<file path="config.mk">
export PLATFORM = sky130hd
export DESIGN_NAME = utf8_to_json_ascii_escaper_core_flat
export DESIGN_NICKNAME = d
export VERILOG_FILES = /design/src/sv/u2j_pkg.sv /design/src/sv/u2j_in_if.sv /design/src/sv/u2j_out_if.sv /design/src/sv/u2j_dp.sv /design/src/sv/u2j_ctrl.sv /design/src/sv/utf8_to_json_ascii_escaper_core.sv /design/src/flat_wrapper.sv
export SDC_FILE = /design/constraint.sdc
export NUM_CORES = 1
export LEC_CHECK = 0
export ABC_CLOCK_PERIOD_IN_PS = 3200
export BUFFER_PORTS_ARGS = -buffer_cell sky130_fd_sc_hd__buf_2
export CORE_ASPECT_RATIO = 0.8
export CORE_MARGIN = 2
export CORE_UTILIZATION = 40
export CTS_CLUSTER_DIAMETER = 100
export DETAILED_ROUTE_END_ITERATION = 10
export SETUP_SLACK_MARGIN = 0.15
export SYNTH_ARGS = -nofsm -noshare
export SYNTH_HDL_FRONTEND = slang
export SYNTH_HIERARCHICAL = 1
export SYNTH_SLANG_ARGS = --single-unit
</file>
<file path="constraint.sdc">
create_clock -name clk_i -period 3.2 [get_ports clk_i]
set_clock_uncertainty 0.15 [all_clocks]
set_input_delay 0.48 -clock clk_i [delete_from_list [all_inputs] [get_ports clk_i]]
set_output_delay 0.48 -clock clk_i [all_outputs]
set_load 0.05 [all_outputs]
</file>
<file path="src/sv/u2j_pkg.sv">
// ----------------------------------------------------------------------------
// u2j_pkg
// Shared types, codes and helpers of the utf-8 to ascii json string escaper.
// ----------------------------------------------------------------------------
package u2j_pkg;

  // controller phases, one-hot
  typedef enum logic [5:0] {
    PH_IDLE  = 6'b000001,
    PH_OPEN  = 6'b000010,
    PH_PRE   = 6'b000100,
    PH_TAIL  = 6'b001000,
    PH_POST  = 6'b010000,
    PH_CLOSE = 6'b100000
  } phase_e;

  // what the byte itself turns into
  typedef enum logic [2:0] {
    TAIL_NONE = 3'd0,
    TAIL_CHAR = 3'd1,
    TAIL_ESC  = 3'd2,
    TAIL_U4   = 3'd3,
    TAIL_PAIR = 3'd4
  } tail_e;

  typedef struct packed {
    logic       open;
    logic [1:0] pre_cnt;
    logic [3:0] tail_len;
    logic [1:0] post_cnt;
    logic       close;
  } plan_info_t;

  typedef struct packed {
    plan_info_t nxt;
    plan_info_t cur;
    logic       out_free;
  } u2j_status_t;

  typedef struct packed {
    logic       load;
    logic       emit;
    logic       last;
    phase_e     phase;
    logic [3:0] pos;
  } u2j_cmd_t;

  localparam logic [6:0]  CharQuote  = 7'h22;
  localparam logic [6:0]  CharBslash = 7'h5c;
  localparam logic [6:0]  CharU      = 7'h75;
  localparam logic [15:0] CodeRepl   = 16'hfffd;

  localparam logic [3:0] TailLenChar = 4'd1;
  localparam logic [3:0] TailLenEsc  = 4'd2;
  localparam logic [3:0] TailLenU4   = 4'd6;
  localparam logic [3:0] TailLenPair = 4'd12;

  localparam logic [3:0] U4LastPos = 4'd5;

  // lowercase hex digit
  function automatic logic [6:0] hex_char(input logic [3:0] n);
    logic [6:0] r;
    if (n < 4'd10) begin
      r = 7'h30 + {3'b000, n};
    end else begin
      r = 7'h57 + {3'b000, n};
    end
    return r;
  endfunction

endpackage

</file>
<file path="src/sv/u2j_in_if.sv">
// ----------------------------------------------------------------------------
// u2j_in_if
// Input channel: one string byte per word with start and end marks.
// ----------------------------------------------------------------------------
interface u2j_in_if;
  logic       valid;
  logic       ready;
  logic [7:0] data_byte;
  logic       has_byte;
  logic       string_start;
  logic       string_end;

  modport source (
    output valid, data_byte, has_byte, string_start, string_end,
    input  ready
  );
  modport sink (
    input  valid, data_byte, has_byte, string_start, string_end,
    output ready
  );
endinterface

</file>
<file path="src/sv/u2j_out_if.sv">
// ----------------------------------------------------------------------------
// u2j_out_if
// Output channel: one escaped ascii character per word.
// ----------------------------------------------------------------------------
interface u2j_out_if;
  logic       valid;
  logic       ready;
  logic [6:0] out_char;
  logic       run_last;

  modport source (
    output valid, out_char, run_last,
    input  ready
  );
  modport sink (
    input  valid, out_char, run_last,
    output ready
  );
endinterface

</file>
<file path="src/sv/u2j_dp.sv">
// ----------------------------------------------------------------------------
// u2j_dp
// Datapath: utf-8 sequence buffer, per-word output plan and character mux.
// ----------------------------------------------------------------------------
module u2j_dp (
  input  logic                  clk_i,
  input  logic                  rst_ni,
  input  logic [7:0]            data_byte_i,
  input  logic                  has_byte_i,
  input  logic                  string_start_i,
  input  logic                  string_end_i,
  input  u2j_pkg::u2j_cmd_t     cmd_i,
  output u2j_pkg::u2j_status_t  status_o,
  output logic                  out_valid_o,
  input  logic                  out_ready_i,
  output logic [6:0]            out_char_o,
  output logic                  run_last_o
);

  // sequence buffer
  logic [7:0] pend_q [3];
  logic [1:0] pcnt_q, pcnt_d;
  logic [2:0] elen_q, elen_d;

  // plan of the word in flight
  logic            open_q, open_d;
  logic [1:0]      pre_q, pre_d;
  logic [1:0]      post_q, post_d;
  logic            close_q, close_d;
  u2j_pkg::tail_e  tail_q, tail_d;
  logic [6:0]      tchar_q, tchar_d;
  logic [15:0]     hi_q, hi_d;
  logic [15:0]     lo_q, lo_d;

  logic       wr_en;
  logic [1:0] wr_idx;

  logic       out_valid_q;
  logic [6:0] out_char_q;
  logic       run_last_q;
  logic [6:0] char_sel;

  function automatic logic [3:0] tail_len(input u2j_pkg::tail_e t);
    logic [3:0] r;
    case (t)
      u2j_pkg::TAIL_CHAR: r = u2j_pkg::TailLenChar;
      u2j_pkg::TAIL_ESC:  r = u2j_pkg::TailLenEsc;
      u2j_pkg::TAIL_U4:   r = u2j_pkg::TailLenU4;
      u2j_pkg::TAIL_PAIR: r = u2j_pkg::TailLenPair;
      default:            r = 4'd0;
    endcase
    return r;
  endfunction

  function automatic logic [6:0] u4_char(input logic [15:0] v, input logic [2:0] idx);
    logic [6:0] r;
    case (idx)
      3'd0:    r = u2j_pkg::CharBslash;
      3'd1:    r = u2j_pkg::CharU;
      3'd2:    r = u2j_pkg::hex_char(v[15:12]);
      3'd3:    r = u2j_pkg::hex_char(v[11:8]);
      3'd4:    r = u2j_pkg::hex_char(v[7:4]);
      default: r = u2j_pkg::hex_char(v[3:0]);
    endcase
    return r;
  endfunction

  // plan and buffer update for the incoming word
  always_comb begin
    logic [1:0]     pc_v;
    logic [2:0]     el_v;
    logic           use_begin;
    logic           is_cont;
    logic           grow;
    logic [2:0]     bb_el;
    logic           bb_lead;
    u2j_pkg::tail_e bb_tail;
    logic [6:0]     bb_char;
    logic [15:0]    bb_val;
    logic [20:0]    cp2, cp3, cp4, cp, v;
    logic           ok;

    pc_v = string_start_i ? 2'd0 : pcnt_q;
    el_v = string_start_i ? 3'd0 : elen_q;

    open_d  = string_start_i;
    close_d = string_end_i;
    pre_d   = 2'd0;
    post_d  = 2'd0;
    tail_d  = u2j_pkg::TAIL_NONE;
    tchar_d = 7'h00;
    hi_d    = 16'h0000;
    lo_d    = 16'h0000;
    pcnt_d  = pc_v;
    elen_d  = el_v;
    wr_en   = 1'b0;
    wr_idx  = 2'd0;

    // byte seen with nothing buffered
    bb_lead = 1'b0;
    bb_el   = 3'd0;
    bb_tail = u2j_pkg::TAIL_U4;
    bb_char = data_byte_i[6:0];
    bb_val  = u2j_pkg::CodeRepl;
    if (!data_byte_i[7]) begin
      bb_val  = {8'h00, data_byte_i};
      bb_tail = u2j_pkg::TAIL_ESC;
      case (data_byte_i)
        8'h22:   bb_char = 7'h22;
        8'h5c:   bb_char = 7'h5c;
        8'h08:   bb_char = 7'h62;
        8'h0c:   bb_char = 7'h66;
        8'h0a:   bb_char = 7'h6e;
        8'h0d:   bb_char = 7'h72;
        8'h09:   bb_char = 7'h74;
        default: begin
          if (data_byte_i >= 8'h20 && data_byte_i <= 8'h7e) begin
            bb_tail = u2j_pkg::TAIL_CHAR;
          end else begin
            bb_tail = u2j_pkg::TAIL_U4;
          end
        end
      endcase
    end else if (data_byte_i[7:5] == 3'b110) begin
      bb_lead = 1'b1;
      bb_el   = 3'd2;
    end else if (data_byte_i[7:4] == 4'b1110) begin
      bb_lead = 1'b1;
      bb_el   = 3'd3;
    end else if (data_byte_i[7:3] == 5'b11110) begin
      bb_lead = 1'b1;
      bb_el   = 3'd4;
    end
    if (bb_lead) begin
      bb_tail = u2j_pkg::TAIL_NONE;
    end

    // code point of a completed sequence
    cp2 = {10'd0, pend_q[0][4:0], data_byte_i[5:0]};
    cp3 = {5'd0, pend_q[0][3:0], pend_q[1][5:0], data_byte_i[5:0]};
    cp4 = {pend_q[0][2:0], pend_q[1][5:0], pend_q[2][5:0], data_byte_i[5:0]};
    is_cont = (data_byte_i[7:6] == 2'b10);
    case (el_v)
      3'd2:    begin
        cp = cp2;
        ok = cp2 >= 21'h80;
      end
      3'd3:    begin
        cp = cp3;
        ok = cp3 >= 21'h800 && !(cp3 >= 21'hd800 && cp3 <= 21'hdfff);
      end
      default: begin
        cp = cp4;
        ok = cp4 >= 21'h10000 && cp4 <= 21'h10ffff;
      end
    endcase
    ok = ok && is_cont;
    v  = cp - 21'h10000;

    use_begin = (pc_v == 2'd0) || (el_v < 3'd2) || (el_v > 3'd4);
    grow      = is_cont && (({1'b0, pc_v} + 3'd1) < el_v);

    if (has_byte_i) begin
      if (use_begin || (!grow && !ok)) begin
        // fresh byte, or an invalid sequence followed by a re-scan
        if (!use_begin) begin
          pre_d = pc_v;
        end
        tail_d  = bb_tail;
        tchar_d = bb_char;
        hi_d    = bb_val;
        if (bb_lead) begin
          wr_en  = 1'b1;
          wr_idx = 2'd0;
          pcnt_d = 2'd1;
          elen_d = bb_el;
        end else begin
          pcnt_d = 2'd0;
          elen_d = 3'd0;
        end
      end else if (grow) begin
        wr_en  = 1'b1;
        wr_idx = pc_v;
        pcnt_d = pc_v + 2'd1;
      end else begin
        pcnt_d = 2'd0;
        elen_d = 3'd0;
        if (cp[20:16] == 5'd0) begin
          tail_d = u2j_pkg::TAIL_U4;
          hi_d   = cp[15:0];
        end else begin
          tail_d = u2j_pkg::TAIL_PAIR;
          hi_d   = {6'b110110, v[19:10]};
          lo_d   = {6'b110111, v[9:0]};
        end
      end
    end

    if (string_end_i) begin
      post_d = pcnt_d;
      pcnt_d = 2'd0;
      elen_d = 3'd0;
    end
  end

  always_ff @(posedge clk_i or negedge rst_ni) begin
    if (!rst_ni) begin
      pcnt_q <= 2'd0;
      elen_q <= 3'd0;
    end else if (cmd_i.load) begin
      pcnt_q <= pcnt_d;
      elen_q <= elen_d;
    end
  end

  always_ff @(posedge clk_i) begin
    if (cmd_i.load) begin
      if (wr_en) begin
        pend_q[wr_idx] <= data_byte_i;
      end
      open_q  <= open_d;
      pre_q   <= pre_d;
      post_q  <= post_d;
      close_q <= close_d;
      tail_q  <= tail_d;
      tchar_q <= tchar_d;
      hi_q    <= hi_d;
      lo_q    <= lo_d;
    end
  end

  // character of the current position
  always_comb begin
    logic [3:0] pm6;
    pm6      = cmd_i.pos - 4'd6;
    char_sel = u2j_pkg::CharQuote;
    unique case (cmd_i.phase) inside
      u2j_pkg::PH_PRE, u2j_pkg::PH_POST: begin
        char_sel = u4_char(u2j_pkg::CodeRepl, cmd_i.pos[2:0]);
      end
      u2j_pkg::PH_TAIL: begin
        case (tail_q)
          u2j_pkg::TAIL_CHAR: char_sel = tchar_q;
          u2j_pkg::TAIL_ESC:
            char_sel = (cmd_i.pos == 4'd0) ? u2j_pkg::CharBslash : tchar_q;
          u2j_pkg::TAIL_PAIR: begin
            if (cmd_i.pos < 4'd6) begin
              char_sel = u4_char(hi_q, cmd_i.pos[2:0]);
            end else begin
              char_sel = u4_char(lo_q, pm6[2:0]);
            end
          end
          default:            char_sel = u4_char(hi_q, cmd_i.pos[2:0]);
        endcase
      end
      default: char_sel = u2j_pkg::CharQuote;
    endcase
  end

  always_ff @(posedge clk_i or negedge rst_ni) begin
    if (!rst_ni) begin
      out_valid_q <= 1'b0;
    end else if (cmd_i.emit) begin
      out_valid_q <= 1'b1;
    end else if (out_ready_i) begin
      out_valid_q <= 1'b0;
    end
  end

  always_ff @(posedge clk_i) begin
    if (cmd_i.emit) begin
      out_char_q <= char_sel;
      run_last_q <= cmd_i.last;
    end
  end

  always_comb begin
    status_o.nxt.open     = open_d;
    status_o.nxt.pre_cnt  = pre_d;
    status_o.nxt.tail_len = tail_len(tail_d);
    status_o.nxt.post_cnt = post_d;
    status_o.nxt.close    = close_d;
    status_o.cur.open     = open_q;
    status_o.cur.pre_cnt  = pre_q;
    status_o.cur.tail_len = tail_len(tail_q);
    status_o.cur.post_cnt = post_q;
    status_o.cur.close    = close_q;
    status_o.out_free     = !out_valid_q || out_ready_i;
  end

  assign out_valid_o = out_valid_q;
  assign out_char_o  = out_char_q;
  assign run_last_o  = run_last_q;

endmodule

</file>
<file path="src/sv/u2j_ctrl.sv">
// ----------------------------------------------------------------------------
// u2j_ctrl
// Controller: walks the phases of one word's output, one character a cycle while the output has room.
// ----------------------------------------------------------------------------
module u2j_ctrl (
  input  logic                 clk_i,
  input  logic                 rst_ni,
  input  logic                 in_valid_i,
  output logic                 in_ready_o,
  input  u2j_pkg::u2j_status_t status_i,
  output u2j_pkg::u2j_cmd_t    cmd_o
);

  u2j_pkg::phase_e state_q, state_d;
  logic [3:0]      pos_q, pos_d;
  logic [1:0]      rep_q, rep_d;

  function automatic u2j_pkg::phase_e from_post(input u2j_pkg::plan_info_t i);
    u2j_pkg::phase_e r;
    if (i.post_cnt != 2'd0) begin
      r = u2j_pkg::PH_POST;
    end else if (i.close) begin
      r = u2j_pkg::PH_CLOSE;
    end else begin
      r = u2j_pkg::PH_IDLE;
    end
    return r;
  endfunction

  function automatic u2j_pkg::phase_e from_tail(input u2j_pkg::plan_info_t i);
    return (i.tail_len != 4'd0) ? u2j_pkg::PH_TAIL : from_post(i);
  endfunction

  function automatic u2j_pkg::phase_e from_pre(input u2j_pkg::plan_info_t i);
    return (i.pre_cnt != 2'd0) ? u2j_pkg::PH_PRE : from_tail(i);
  endfunction

  function automatic u2j_pkg::phase_e next_of(input u2j_pkg::phase_e ph,
                                              input u2j_pkg::plan_info_t i);
    u2j_pkg::phase_e r;
    unique case (ph)
      u2j_pkg::PH_OPEN: r = from_pre(i);
      u2j_pkg::PH_PRE:  r = from_tail(i);
      u2j_pkg::PH_TAIL: r = from_post(i);
      u2j_pkg::PH_POST: r = i.close ? u2j_pkg::PH_CLOSE : u2j_pkg::PH_IDLE;
      default:          r = u2j_pkg::PH_IDLE;
    endcase
    return r;
  endfunction

  always_comb begin
    logic            accept;
    logic            emit;
    logic            done;
    logic            wrap;
    u2j_pkg::phase_e nxt;
    u2j_pkg::phase_e first;

    accept = in_valid_i && (state_q == u2j_pkg::PH_IDLE);
    emit   = (state_q != u2j_pkg::PH_IDLE) && status_i.out_free;
    wrap   = (pos_q == u2j_pkg::U4LastPos);

    unique case (state_q) inside
      u2j_pkg::PH_PRE, u2j_pkg::PH_POST: done = wrap && (rep_q == 2'd1);
      u2j_pkg::PH_TAIL: done = (pos_q == status_i.cur.tail_len - 4'd1);
      default:          done = 1'b1;
    endcase

    nxt   = next_of(state_q, status_i.cur);
    first = status_i.nxt.open ? u2j_pkg::PH_OPEN : from_pre(status_i.nxt);

    state_d = state_q;
    pos_d   = pos_q;
    rep_d   = rep_q;
    if (accept) begin
      state_d = first;
      pos_d   = 4'd0;
      rep_d   = (first == u2j_pkg::PH_PRE) ? status_i.nxt.pre_cnt
                                           : status_i.nxt.post_cnt;
    end else if (emit) begin
      if (done) begin
        state_d = nxt;
        pos_d   = 4'd0;
        rep_d   = (nxt == u2j_pkg::PH_PRE) ? status_i.cur.pre_cnt
                                         : status_i.cur.post_cnt;
      end else if (wrap && (state_q == u2j_pkg::PH_PRE || state_q == u2j_pkg::PH_POST)) begin
        // next replacement escape
        pos_d = 4'd0;
        rep_d = rep_q - 2'd1;
      end else begin
        pos_d = pos_q + 4'd1;
      end
    end

    in_ready_o  = (state_q == u2j_pkg::PH_IDLE);
    cmd_o.load  = accept;
    cmd_o.emit  = emit;
    cmd_o.last  = done && (nxt == u2j_pkg::PH_IDLE);
    cmd_o.phase = state_q;
    cmd_o.pos   = pos_q;
  end

  always_ff @(posedge clk_i or negedge rst_ni) begin
    if (!rst_ni) begin
      state_q <= u2j_pkg::PH_IDLE;
      pos_q   <= 4'd0;
      rep_q   <= 2'd0;
    end else begin
      state_q <= state_d;
      pos_q   <= pos_d;
      rep_q   <= rep_d;
    end
  end

endmodule

</file>
<file path="src/sv/utf8_to_json_ascii_escaper_core.sv">
// First character: written into the output register once the controller has left idle and the output has room.
// Throughput: one character per cycle from the phase sequencer in u2j_ctrl while the output is not stalled;
// the input is not ready for a new word until every character of the current word has been emitted.
// A word that yields no character frees the input the next cycle.
// Reset (asynchronous, active low) clears the sequencer, the buffered byte count and output valid.
// ----------------------------------------------------------------------------
// utf8_to_json_ascii_escaper_core
// Escapes a utf-8 string, one byte per word, into ascii-only json characters.
// ----------------------------------------------------------------------------
module utf8_to_json_ascii_escaper_core (
  input  logic      clk_i,
  input  logic      rst_ni,
  u2j_in_if.sink    in_i,
  u2j_out_if.source out_o
);

  u2j_pkg::u2j_cmd_t    cmd;
  u2j_pkg::u2j_status_t status;

  u2j_ctrl u_ctrl (
    .clk_i      (clk_i),
    .rst_ni     (rst_ni),
    .in_valid_i (in_i.valid),
    .in_ready_o (in_i.ready),
    .status_i   (status),
    .cmd_o      (cmd)
  );

  u2j_dp u_dp (
    .clk_i          (clk_i),
    .rst_ni         (rst_ni),
    .data_byte_i    (in_i.data_byte),
    .has_byte_i     (in_i.has_byte),
    .string_start_i (in_i.string_start),
    .string_end_i   (in_i.string_end),
    .cmd_i          (cmd),
    .status_o       (status),
    .out_valid_o    (out_o.valid),
    .out_ready_i    (out_o.ready),
    .out_char_o     (out_o.out_char),
    .run_last_o     (out_o.run_last)
  );

endmodule

</file>
<file path="src/flat_wrapper.sv">
// flat-port wrapper written by rule: the top's interface ports become plain ports
module utf8_to_json_ascii_escaper_core_flat 
  (clk_i, rst_ni, in_i_valid, in_i_data_byte, in_i_has_byte, in_i_string_start, in_i_string_end, in_i_ready, out_o_valid, out_o_out_char, out_o_run_last, out_o_ready);
  u2j_in_if in_i_i ();
  u2j_out_if out_o_i ();
  input  logic clk_i;
  input  logic rst_ni;
  input wire logic [$bits(in_i_i.valid)-1:0] in_i_valid;
  input wire logic [$bits(in_i_i.data_byte)-1:0] in_i_data_byte;
  input wire logic [$bits(in_i_i.has_byte)-1:0] in_i_has_byte;
  input wire logic [$bits(in_i_i.string_start)-1:0] in_i_string_start;
  input wire logic [$bits(in_i_i.string_end)-1:0] in_i_string_end;
  output wire logic [$bits(in_i_i.ready)-1:0] in_i_ready;
  output wire logic [$bits(out_o_i.valid)-1:0] out_o_valid;
  output wire logic [$bits(out_o_i.out_char)-1:0] out_o_out_char;
  output wire logic [$bits(out_o_i.run_last)-1:0] out_o_run_last;
  input wire logic [$bits(out_o_i.ready)-1:0] out_o_ready;
  assign in_i_i.valid = in_i_valid;
  assign in_i_i.data_byte = in_i_data_byte;
  assign in_i_i.has_byte = in_i_has_byte;
  assign in_i_i.string_start = in_i_string_start;
  assign in_i_i.string_end = in_i_string_end;
  assign in_i_ready = in_i_i.ready;
  assign out_o_valid = out_o_i.valid;
  assign out_o_out_char = out_o_i.out_char;
  assign out_o_run_last = out_o_i.run_last;
  assign out_o_i.ready = out_o_ready;
  utf8_to_json_ascii_escaper_core u_core (.clk_i(clk_i), .rst_ni(rst_ni), .in_i(in_i_i), .out_o(out_o_i));
endmodule
</file>
# Yosys cells after proc, flatten, opt, wreduce, memory -nomap -nowiden
# Memories as Yosys holds them, arrays and structs flattened.
# Cells that the tools add are included.
# totals
register_bits,73
ramBits,24
in_bits,15
out_inout_bits,10
elab_cells,240
mem_count,1
# memory_table
name,words,width,rd,rd_clocked_by_memory_dff,write_ports,line_no,source
u_core.u_dp.pend_q,3,8,3,0,1,u2j_dp.sv:21,logic [7:0] pend_q [3];
# op_classes
add_sub_neg,23
n_lt_le_gt_ge,20
eq_ne,41
mux,94
bitwise_logic,1
n_reduce_logical,44
# op_table
operator,count
two-way mux 16 bit,5
two-way mux 7 bit,11
two-way mux 6 bit,12
case mux 7 bit (5 select lines),2
adder 6 x 4 -> 7 bit (first input constant),8
adder 7 x 4 -> 7 bit (first input constant),8
two-way mux 3 bit,17
case mux 7 bit (7 select lines),1
case mux 21 bit (2 select lines),1
== test 8 x 4 -> 1 bit (second input constant),5
two-way mux 2 bit,19
< comparator 4 bit (second input constant),8
case mux 4 bit (4 select lines),2
== test 3 x 2 -> 1 bit (second input constant),10
case mux 6 bit (4 select lines),1
>= comparator 21 x 17 -> 1 bit (second input constant),1
less-or-equal comparator 21 bit (second input constant),1
case mux 7 bit (3 select lines),1
subtractor 20 x 17 -> 20 bit (second input constant),1
== test 6 x 3 -> 1 bit (second input constant),3
case mux 6 bit (3 select lines),1
>= comparator 16 x 12 -> 1 bit (second input constant),1
>= comparator 16 bit (second input constant),1
less-or-equal comparator 16 bit (second input constant),1
other kinds (48),102

# Logic depth before layout (Yosys ltp)
# An unclocked memory read counts as a cell.
# depth
depth_word,21
ltp_mapped,18
ltp_nobuf,17

# By module
# Netlist, hierarchy kept.
# modules_own_cells
mod,instances,cells_each,area_each_um2,seq_area_each_um2
u2j_dp,1,522,4883.4,2192.1
u2j_ctrl,1,137,1161.1,301.5

# Worst setup path after synthesis
# Ideal clock, no wire load.
# synth_path
kind,in2reg
startpoint,input port in_i_string_start
endpoint,register u_core.u_ctrl.state_q[0]
setup_ns,0.105
arrival_time_ns,3.360
required_time_ns,2.945
setup_slack_ns,-0.416
cell_stages,16
n_path_buf,2
cell_sequence,buf_2 inv_1 nand2_1 inv_1 ha_1 ha_1 nor4bb_1 o211ai_2 nor3b_2 nand4_2 buf_2 inv_1 nor4_1 nand3_1 o21a_1 o41ai_1
# synth_rtl
element,line_no,source
"start, declared",flat_wrapper.sv:11,input wire logic [$bits(in_i_i.string_start)-1:0] in_i_string_start;
"end signal, assigned",u2j_ctrl.sv:105,state_q <= u2j_pkg::PH_IDLE;
"end signal, assigned",u2j_ctrl.sv:109,state_q <= state_d;
"end, declared",u2j_ctrl.sv:14,"u2j_pkg::phase_e state_q, state_d;"

==> out/results.txt <==
DIE WIDTH: 141.0 um
DRT Wirelength: 15,830 um
status: finished, final reports clean
Synthesis Warnings: 6
Syn Inst Count: 657
Worst Path Buf+Inv: 1
final setup fails: 0
Placed Area: 0.006640 mm2
fin cells: 899
# clock sinks: 85
Max IR drop VDD: 0.0002864 V
Root Driver: clkbuf_16
RSZ-0062 raised after global routing: yes
peak per-stage delay on the critical path: 410 ps
insertion delay to the later sink of the worst-skew pair: 350 ps
core area: 0.01486 mm2
slowest library cell on the worst path: dfrtp_1
Crit Path Category: reg -> reg
DR DRC count: 0
CTS tree: yes
Hold Vio Cnt, Final: 0
Antenna Diode Count: 0
cell breakdown of the critical path: nand2_4 > inv_4 > ha_4 > ha_4 > o21ai_2 > o211ai_4 > o21ai_2 > a311oi_2 > nand2_2 > o21ai_4 > nor4_4 > nand4_1 > nor2_1 > a21oi_1 > nand2_1 > mux2_4
P&R area growth vs syn: 16.27%
CTS H-tree depth: 3
initial core utilization: 40.41%
GRT Total Usage: 20.51%
Netlist Area Pre-Place: 0.006007 mm2
Antenna Nets Post-Route: 0
endpoint class of the critical path: flop
clk buf depth: 2
Startpoint Class: flop
drt first pass iters: 5
Final Util: 46.99%
total global routing overflow: 0
largest net degree at the start of global routing: 34
period utilization: 93.36%
min cycle time layout: 2988 ps
Mean Syn Cell Area: 9.143 um2
Fmax: 334.7 MHz
syn nets: 691
Total Nets Final: 739
hold crit path type: in -> reg
share of cells above drive strength 1: 20.14%
vias in the first global route: 5,004
Worst EP required: 3290 ps
io pins: 25
Pleak: 2.655 nW
Die Y: 113.6 um
CP max FO: 5
Worst Tran Pin Value: 616.0 ps
cell count after placement: 881
vias per cell: 5.761
Final Max Slew Viols: 0
vias: 5,179
clk slew on worst S/H paths: 70 ps
Worst EP arrival: 3080 ps
pwr dens: 746.1 mW/mm2
gpl congestion: 0.9163
final instance area: 0.006984 mm2
first-pass GRT wire length: 25,890 um
setup_tns: 0 ps
initial antenna violation count: 0
critical path's top delay family: compound AO/OA/AOI/OAI gates
Routed wire per std cell: 17.61 um
DRT iter0 DRCs: 410
Worst slew margin: 58.94%
max-cap violations: 0
IO buf count: 24
site row count: 40
post-DP HPWL: 12,150 um
die area: 0.01602 mm2
total CTS buffers: 9
[path summary, 6_finish.rpt]
kind	from	end	slack, ps	cells after the start
worst max-delay path	u_core/u_dp/pcnt_q[0]	u_core/u_ctrl/state_q[5]	210	16
worst min register to register	u_core/u_dp/out_valid_o	u_core/u_dp/out_valid_o	380	2
worst min-delay path	out_o_ready	u_core/u_dp/out_valid_o	260	3
worst max register to register	u_core/u_dp/pcnt_q[0]	u_core/u_ctrl/state_q[5]	210	16
min in group asynchronous	rst_ni	u_core/u_ctrl/pos_q[0]	460	2
max in group asynchronous	rst_ni	u_core/u_ctrl/state_q[0]	2090	2
[state kept, by name, summed over array words and instances (netlist names)]
| signal | count |
|---|---|
| u_core/u_dp/pend_q | 17 |
| u_core/u_dp/out_valid_o | 1 |
| u_core/u_ctrl/pos_q | 4 |
| u_core/u_ctrl/state_q | 6 |
| u_core/u_dp/pre_q | 2 |
| u_core/u_ctrl/rep_q | 2 |
| u_core/u_dp/elen_q | 3 |
| u_core/u_dp/run_last_o | 1 |
| u_core/u_dp/post_q | 2 |
| u_core/u_dp/hi_q | 16 |
| u_core/u_dp/tchar_q | 7 |
| u_core/u_dp/tail_q | 3 |
| u_core/u_dp/pcnt_q | 2 |
| u_core/u_dp/lo_q | 11 |
| u_core/u_dp/close_q | 1 |
| u_core/u_dp/out_char_o | 7 |
[worst reg2reg max path, stage by stage (launching register included)]
cell	delay (ps)
dfrtp_1	410
nand2_4	80
inv_4	40
ha_4	240
ha_4	260
o21ai_2	70
o211ai_4	270
o21ai_2	100
a311oi_2	300
nand2_2	160
o21ai_4	170
nor4_4	70
nand4_1	70
nor2_1	50
a21oi_1	120
nand2_1	70
mux2_4	250
[stage by stage]
stage | setup WS (ps) | power (mW) | hold WS, ps
after global placement | -18.48 | 4.096 | 310.3
after CTS | 166.3 | 5.212 | 244.0
after global routing | 72.67 | 5.545 | 252.1
final | 212.4 | 5.211 | 255.2
after floorplan | 69.81 | 3.569 | 34.41
after detailed placement | -86.00 | 4.142 | 313.2
[where the power goes]
| part | internal (mW) | switching, mW |
|---|---|---|
| registers | 1.60 | 0.298 |
| logic | 0.827 | 1.43 |
| clock network | 0.555 | 0.498 |
| total | 2.98 | 2.23 |
[per-layer routing]
layer  global-route usage, %  wire length [um]  vias up
met4                   5.733               320        0
met5                       0                 0        -
met3                   3.904               722       31
met2                   31.80              6949      158
met1                   29.51              7841     2477
li1                        -                 -     2513
[final cells by class]
class                           instances  area (um2)
Fill cell                            1351        7880
Sequential cell                        85        2464
Tap cell                              189       236.5
Clock inverter                          7       72.57
Inverter                               43       168.9
Clock buffer                            9       225.2
Timing Repair Buffer                   65       430.4
Multi-Input combinational cell        501        3387
[layout by cell type, fill, tap and decap left out, drive strengths merged, types with 8 or more instances in the layout]
cell type / count
inv: 48
nand2: 73
ha: 19
edfxtp: 67
nand3: 15
nor3: 15
dfrtp: 17
and2: 10
o22ai: 11
nor2b: 23
nor2: 71
a31oi: 8
buf: 64
o21ai: 52
nor4: 10
clkbuf: 9
xnor2: 14
a21oi: 46
[repair_timing]
item,CTS,global route
hold buffers,1,0
hold endpoints to repair,17,0
gates resized for setup,0,6
endpoints found under the setup margin,0,5
setup buffers,0,1
Power figures use the tool's default switching activity.
